`config.mk`:
```
export PLATFORM = sky130hd
export DESIGN_NAME = stepper_microstep_sequencer
export DESIGN_NICKNAME = d
export VERILOG_FILES = /design/src/rtl/smseq_pkg.sv /design/src/rtl/smseq_drive.sv /design/src/rtl/stepper_microstep_sequencer.sv
export SDC_FILE = /design/constraint.sdc
export NUM_CORES = 1
export LEC_CHECK = 0
export ABC_AREA = 1
export BUFFER_PORTS_ARGS = -buffer_cell sky130_fd_sc_hd__buf_4
export CORE_AREA = 5 5 127 189
export DETAILED_ROUTE_END_ITERATION = 10
export DIE_AREA = 0 0 132 194
export GPL_TIMING_DRIVEN = 0
export SLEW_MARGIN = 30
export SYNTH_ARGS = -nofsm -noshare
export SYNTH_HDL_FRONTEND = slang
export SYNTH_HIERARCHICAL = 1
export SYNTH_SLANG_ARGS = --single-unit
```
`constraint.sdc`:
```
create_clock -name aclk -period 5.1 [get_ports aclk]
set_input_delay 0.255 -clock aclk [delete_from_list [all_inputs] [get_ports aclk]]
set_output_delay 0.255 -clock aclk [all_outputs]
set_load 0.02 [all_outputs]
```
`src/rtl/smseq_pkg.sv`:
```
package smseq_pkg;

    typedef enum logic [1:0] {
        CMD_STEP    = 2'd0,
        CMD_LOAD    = 2'd1,
        CMD_RELEASE = 2'd2,
        CMD_NOP     = 2'd3
    } command_t;

    typedef enum logic {
        REG_MICROSTEPS_PER_REV = 1'b0,
        REG_TARGET_POSITION    = 1'b1
    } reg_index_t;

    localparam int POS_W = 16;
    localparam int AMP_W = 12;
    localparam int CURVE_LAST = 16;
    localparam logic [POS_W-1:0] MICROSTEPS_PER_REV_RESET = 16'd3200;

    localparam logic [AMP_W-1:0] SINE_QUARTER [0:CURVE_LAST] = '{
        12'd0,    12'd401,  12'd799,  12'd1189, 12'd1567, 12'd1930,
        12'd2275, 12'd2598, 12'd2896, 12'd3165, 12'd3405, 12'd3611,
        12'd3783, 12'd3919, 12'd4016, 12'd4075, 12'd4095
    };

    // Coil polarity pattern per quadrant of the electrical phase.
    localparam logic [3:0] QUADRANT_PATTERN [0:3] = '{4'h3, 4'h6, 4'hC, 4'h9};

    typedef struct packed {
        logic [AMP_W-1:0] amplitude_a;
        logic [AMP_W-1:0] amplitude_b;
        logic             coil_a_in1;
        logic             coil_a_in2;
        logic             coil_b_in1;
        logic             coil_b_in2;
    } drive_t;

endpackage

```
`src/rtl/smseq_drive.sv`:
```
module smseq_drive #(
    parameter int MICROSTEPS_PER_STEP = 16
) (
    input  logic [$clog2(4*MICROSTEPS_PER_STEP)-1:0] phase,
    input  logic                                     enabled,
    output smseq_pkg::drive_t                        drive
);
    import smseq_pkg::*;

    localparam int M       = MICROSTEPS_PER_STEP;
    localparam int PHASE_W = $clog2(4*M);
    localparam int IDX_W   = $clog2(M+1);
    localparam logic [PHASE_W-1:0] M1 = PHASE_W'(M);
    localparam logic [PHASE_W-1:0] M2 = PHASE_W'(2*M);
    localparam logic [PHASE_W-1:0] M3 = PHASE_W'(3*M);
    localparam logic [IDX_W-1:0]   M_IDX = IDX_W'(M);

    logic [AMP_W-1:0]   curve_lut [0:M];
    logic [1:0]         quadrant;
    logic [PHASE_W-1:0] base;
    logic [IDX_W-1:0]   offset;
    logic [IDX_W-1:0]   mirror;
    logic [AMP_W-1:0]   amp_offset;
    logic [AMP_W-1:0]   amp_mirror;
    logic [3:0]         pattern;

    // Curve entry i is the quarter-sine sample nearest to i/M of a quarter turn.
    for (genvar i = 0; i <= M; i++) begin : g_curve
        localparam int K  = (i*CURVE_LAST + M/2) / M;
        localparam int KC = (K > CURVE_LAST) ? CURVE_LAST : K;
        assign curve_lut[i] = SINE_QUARTER[KC];
    end

    always_comb begin
        if (phase >= M3) begin
            quadrant = 2'd3;
            base     = M3;
        end else if (phase >= M2) begin
            quadrant = 2'd2;
            base     = M2;
        end else if (phase >= M1) begin
            quadrant = 2'd1;
            base     = M1;
        end else begin
            quadrant = 2'd0;
            base     = '0;
        end
        offset     = IDX_W'(phase - base);
        mirror     = M_IDX - offset;
        amp_offset = curve_lut[offset];
        amp_mirror = curve_lut[mirror];
        pattern    = QUADRANT_PATTERN[quadrant];

        drive = '0;
        if (enabled) begin
            if (quadrant[0] == 1'b0) begin
                drive.amplitude_a = amp_mirror;
                drive.amplitude_b = amp_offset;
            end else begin
                drive.amplitude_a = amp_offset;
                drive.amplitude_b = amp_mirror;
            end
            drive.coil_a_in1 = pattern[2];
            drive.coil_a_in2 = pattern[0];
            drive.coil_b_in1 = pattern[1];
            drive.coil_b_in2 = pattern[3];
        end
    end

endmodule

```
`src/rtl/stepper_microstep_sequencer.sv`:
```
// Bipolar stepper microstep sequencer.
// Requests arrive on the s_ stream: step one microstep (forward or backward),
// load an absolute position, or release the coils. Every request produces
// exactly one result on the m_ stream with the position, the at-target flag,
// both coil amplitudes, the four coil input levels and a range error flag for
// a rejected load.
// The state update and the sine lookup happen in the cycle a request is
// accepted, and the result appears in the output register on the next
// cycle. Throughput is one request per cycle while the receiver keeps up;
// the only storage between the two sides is that output register, so s_tready
// stays high while the register is empty or being drained in the same cycle.
// When the receiver stalls, the result is held and s_tready drops until it is
// taken. Reset clears the position, the electrical phase and the drive enable
// (coils off), sets the revolution length to 3200 and the target to 0, and
// empties the output register. Configuration writes through cfg_wr_en are
// taken in any cycle and must only be issued while the block is idle.
module stepper_microstep_sequencer #(
    parameter int MICROSTEPS_PER_STEP = 16
) (
    input  logic        aclk,
    input  logic        aresetn,

    input  logic        cfg_wr_en,
    input  logic        cfg_index,
    input  logic [15:0] cfg_wdata,

    input  logic        s_tvalid,
    output logic        s_tready,
    // [1:0] command, [2] direction, [18:3] new_position, [23:19] zero
    input  logic [23:0] s_tdata,

    output logic        m_tvalid,
    input  logic        m_tready,
    // [15:0] position, [16] at_target, [28:17] amplitude_a,
    // [40:29] amplitude_b, [41] coil_a_in1, [42] coil_a_in2,
    // [43] coil_b_in1, [44] coil_b_in2, [45] range_error, [47:46] zero
    output logic [47:0] m_tdata
);
    import smseq_pkg::*;

    localparam int PHASE_W = $clog2(4*MICROSTEPS_PER_STEP);
    localparam logic [PHASE_W-1:0] PHASE_LAST = PHASE_W'(4*MICROSTEPS_PER_STEP - 1);

    logic [POS_W-1:0]   rev_cfg_reg;
    logic [POS_W-1:0]   target_reg;
    logic [POS_W-1:0]   position_reg, position_next;
    logic [PHASE_W-1:0] phase_reg, phase_next;
    logic               drive_en_reg, drive_en_next;
    logic               range_err_next;

    logic               out_valid_reg;
    logic [POS_W-1:0]   out_position_reg;
    logic               out_at_target_reg;
    drive_t             out_drive_reg;
    logic               out_range_err_reg;

    logic               accept;
    command_t           command;
    logic               direction;
    logic [POS_W-1:0]   new_position;
    logic [POS_W:0]     rev_len;
    logic [POS_W:0]     pos_inc;
    drive_t             drive_next;

    assign command      = command_t'(s_tdata[1:0]);
    assign direction    = s_tdata[2];
    assign new_position = s_tdata[18:3];

    assign s_tready = !out_valid_reg || m_tready;
    assign accept   = s_tvalid && s_tready;

    // A zero revolution length wraps over the full 16 bits.
    assign rev_len = (rev_cfg_reg == '0) ? {1'b1, {POS_W{1'b0}}} : {1'b0, rev_cfg_reg};
    assign pos_inc = {1'b0, position_reg} + 1'b1;

    always_comb begin
        position_next  = position_reg;
        phase_next     = phase_reg;
        drive_en_next  = drive_en_reg;
        range_err_next = 1'b0;
        case (command)
            CMD_STEP: begin
                if (direction) begin
                    position_next = (pos_inc >= rev_len) ? '0 : pos_inc[POS_W-1:0];
                    phase_next    = (phase_reg == PHASE_LAST) ? '0 : phase_reg + 1'b1;
                end else begin
                    // Stepping back from zero, or from beyond a shrunk
                    // revolution, lands on the last position.
                    if (position_reg == '0 || {1'b0, position_reg} > rev_len) begin
                        position_next = POS_W'(rev_len - 1'b1);
                    end else begin
                        position_next = position_reg - 1'b1;
                    end
                    phase_next = (phase_reg == '0) ? PHASE_LAST : phase_reg - 1'b1;
                end
                drive_en_next = 1'b1;
            end
            CMD_LOAD: begin
                if ({1'b0, new_position} >= rev_len) begin
                    range_err_next = 1'b1;
                end else begin
                    position_next = new_position;
                end
            end
            CMD_RELEASE: begin
                drive_en_next = 1'b0;
            end
            default: begin
            end
        endcase
    end

    smseq_drive #(
        .MICROSTEPS_PER_STEP(MICROSTEPS_PER_STEP)
    ) u_drive (
        .phase  (phase_next),
        .enabled(drive_en_next),
        .drive  (drive_next)
    );

    always_ff @(posedge aclk) begin
        if (!aresetn) begin
            rev_cfg_reg   <= MICROSTEPS_PER_REV_RESET;
            target_reg    <= '0;
            position_reg  <= '0;
            phase_reg     <= '0;
            drive_en_reg  <= 1'b0;
            out_valid_reg <= 1'b0;
        end else begin
            if (cfg_wr_en) begin
                case (reg_index_t'(cfg_index))
                    REG_MICROSTEPS_PER_REV: rev_cfg_reg <= cfg_wdata;
                    REG_TARGET_POSITION:    target_reg  <= cfg_wdata;
                    default: begin
                    end
                endcase
            end
            if (accept) begin
                position_reg  <= position_next;
                phase_reg     <= phase_next;
                drive_en_reg  <= drive_en_next;
                out_valid_reg <= 1'b1;
            end else if (m_tready) begin
                out_valid_reg <= 1'b0;
            end
        end
    end

    always_ff @(posedge aclk) begin
        if (accept) begin
            out_position_reg  <= position_next;
            out_at_target_reg <= (position_next == target_reg);
            out_drive_reg     <= drive_next;
            out_range_err_reg <= range_err_next;
        end
    end

    assign m_tvalid = out_valid_reg;
    assign m_tdata  = {
        2'b00,
        out_range_err_reg,
        out_drive_reg.coil_b_in2,
        out_drive_reg.coil_b_in1,
        out_drive_reg.coil_a_in2,
        out_drive_reg.coil_a_in1,
        out_drive_reg.amplitude_b,
        out_drive_reg.amplitude_a,
        out_at_target_reg,
        out_position_reg
    };

endmodule
```
==> key figures <==
STA
  – # setup viols final: 0
  – Unrepaired setup endpoints after global routing: no
  – Final Hold Fails: 0
  – Worst-margin pin slew: 0.9766 ns
  – Post-layout min period: 4.715 ns
  – Final TNS setup: 0 ns
  – Slew headroom: 0.3465
  – Max Clock Freq: 212.1 MHz
  – Slew Viols, Final: 0
  – Fin crit share: 0.9246
  – Hold slack: 0.1293 ns
  – Worst-case clock skew: 0.01017 ns

Placed design
  – Dpl cell area: 0.009503 sq mm
  – GPL Wtd Cong: 0.9946
  – Final HPWL DP: 25.57 mm
  – Port bufs: 86

Critical path
  – Critical path class: register to register
  – CP startpoint: position_reg[4]$_SDFFE_PN0P_
  – Worst Path Max Fanout: 10
  – Path depth of the worst reg2reg path: 27
  – CP Capture Type: register
  – Worst path required time: 5.22 ns
  – Worst setup SP type: register
  – FF-to-FF Start: position_reg[4]$_SDFFE_PN0P_
  – Worst Path Arrival: 4.83 ns

Power
  – PD cells: 309.5 mW/mm^2
  – Leakage power: 4.701 nW
  – Max IR drop VDD: 0.0002121 V

Logic synthesis
  – Sequential element share of the synthesized area: 0.2949
  – Synth Area per Inst: 6.831 sq um
  – Simple-gate share of the synthesized area: 0.3522
  – Mapped Area: 0.008484 sq mm
  – Yosys warning count: 6
  – Post-synthesis mux area share: 0
  – Unique masters post-synth: 51
  – Register bit total from synthesis: 102
  – Synthesized-area fraction occupied by adder cells: 0.09586
  – Synthesized instance count: 1242
  – Synth Area in XOR/XNOR: 0.01858
  – Largest family of logic cells by synthesized area: simple AND/OR/NAND/NOR gates
  – Complex-gate fraction of the synthesized area: 0.1369

Clock network
  – H-tree levels: 3
  – Clk_lat worst skew: 0.35 ns
  – Setup bufs post-CTS: 0
  – CTS Buf Count: 9
  – Clk slew on worst S/H paths: 0.08 ns
  – Root buffer cell: clkbuf_16
  – Resized cells post-CTS: 0
  – Clock tree sinks: 102
  – CTS Hold Buffers Added: 0
  – CTS Buffer Depth: 2
  – CTS tree: done

Finish
  – Most frequent cells in the layout: 292 x nand2_1, 135 x inv_1, 133 x nor2_1
  – Fillcell total: 2348
  – Share of layout cells above drive strength 1: 0.1634
  – Area of the multi-input gates: 0.005141 sq mm
  – Layout Nets: 1452
  – FF+latch area: 0.002505 sq mm
  – Area Overhead vs Synth: 15.79%
  – Max reg flops: 28
  – Most common cell after layout, fill and taps aside: nand2_1
  – Cell area after layout: 0.009824 sq mm
  – Antenna Cells: 0

Global routing
  – First-pass GRT wire length: 46.69 mm
  – GRT Resource Usage Total: 0.2336
  – Largest net degree at the start of global routing: 29
  – GR Overflow Total: 0
  – Initial antenna violation count: 0
  – Vias in the first global route: 8436

Route
  – WL/cell: 18.90 um
  – Remaining antenna violation count: 0
  – Routed vias/inst: 5.361
  – Final WL: 30.66 mm
  – Initial DRC count: 547
  – DR vias: 8695
  – Drc violations: 0
  – Router iterations before antenna repair: 6

Run
  – Max cap viols: 0

Die
  – Die X: 132 um
  – Placeable Area: 0.02222 sq mm
  – Starting Density: 0.3819
  – Die area: 0.02561 sq mm
  – Ports: 96
  – Die height: 194 um
  – Cell row count: 67

Hold path
  – Min-delay src: cfg_wdata[7]
  – Worst Hold Class: input port to register
  – Hold path cells: 3

Outcome
  – Status: complete, no violations
[final timing paths]
kind | end | slack (ns)
min reg2reg | target_reg[1]$_SDFFE_PN0P_ | 0.48
max | out_at_target_reg$_DFFE_PP_ | 0.38
max reg2reg | out_at_target_reg$_DFFE_PP_ | 0.38
min | rev_cfg_reg[7]$_SDFFE_PN1P_ | 0.13
[synthesized netlist by cell type (all sizes together)]
master | count | share of area
a21o | 2 | 0.0018
a21oi | 86 | 0.051
a221o | 1 | 0.0012
a22oi | 6 | 0.0053
a31oi | 3 | 0.0022
buf | 21 | 0.020
clkbuf | 25 | 0.011
clkinv | 3 | 0.0013
conb | 1 | 0.00044
dfxtp | 56 | 0.13
edfxtp | 46 | 0.16
ha | 65 | 0.096
inv | 155 | 0.069
nand2 | 328 | 0.16
nand3 | 115 | 0.075
nand3b | 9 | 0.0080
nand4 | 15 | 0.014
nor2 | 148 | 0.075
nor3 | 13 | 0.0088
nor3b | 1 | 0.00089
nor4 | 7 | 0.0087
o2111ai | 2 | 0.0021
o211ai | 8 | 0.0071
o21a | 1 | 0.00089
o21ai | 96 | 0.058
o21bai | 2 | 0.0022
o22ai | 8 | 0.0059
or2 | 1 | 0.00074
xnor2 | 1 | 0.0010
xor2 | 17 | 0.018
[where the power goes]
group	internal (W)	total (W)	switching [W]	leakage [nW]
clock	0.000360	0.000704	0.000345	0.150
combinational	0.000440	0.00133	0.000887	3.63
sequential	0.000942	0.00101	0.0000670	0.923
[kinds of logic after synthesis]
kind of cell / after synthesis
adder cells (fa/ha/maj): 65
AO/OA/AOI/OAI: 215
buffers and inverters: 204
XOR/XNOR: 18
other: 1
AND/OR/NAND/NOR: 637
flip-flops: 102
[critical path: stages, from the launching register on]
cell and delay [ns]:
dfxtp_1 0.50, inv_1 0.25, nor3_2 0.26, inv_1 0.10, nor3_1 0.26, inv_1 0.11
nor3_1 0.19, xor2_1 0.26, inv_1 0.09, ha_1 0.31, nand2_1 0.07, inv_1 0.05
nand3_1 0.08, nor3_1 0.30, nand4_1 0.14, nand4_1 0.23, clkbuf_2 0.29, o21ai_0 0.10
nand2_1 0.10, nand2_1 0.15, nand2_1 0.22, nand2_1 0.07, nand2_1 0.07, nor2_1 0.04
nand2_1 0.10, nor2_1 0.06, nand2_1 0.07, nor2_2 0.03
[cell type report]
cell class	count	share of cell area
buffer	46	0.02725
clock buffer	10	0.02432
clock inverter	6	0.006623
inverter	158	0.06062
multi-input combinational	937	0.5233
sequential	102	0.2550
tap	276	0.03515
timing repair buffer	87	0.06775
[through the flow]
step                      worst slack, ns  cells  utilization  total power [W]
final                              0.3848   1622       0.4422         0.003041
after global routing              0.02449   1622       0.4422         0.003239
after CTS                         0.06461   1622       0.4415         0.003049
after detailed placement          0.07485   1606       0.4278         0.002341
after global placement            0.03346   1605       0.4267         0.002328
after floorplan                     1.438   1243            -         0.001936
[per-layer routing]
metal / global-route usage / vias up / part of all wire
li1: - / 4289 / -
met1: 0.2266 / 3916 / 0.34
met2: 0.4261 / 351 / 0.51
met3: 0.03297 / 139 / 0.051
met4: 0.1998 / 0 / 0.10
met5: 0 / - / 0
No activity file was read; power rests on OpenSTA's default activity.
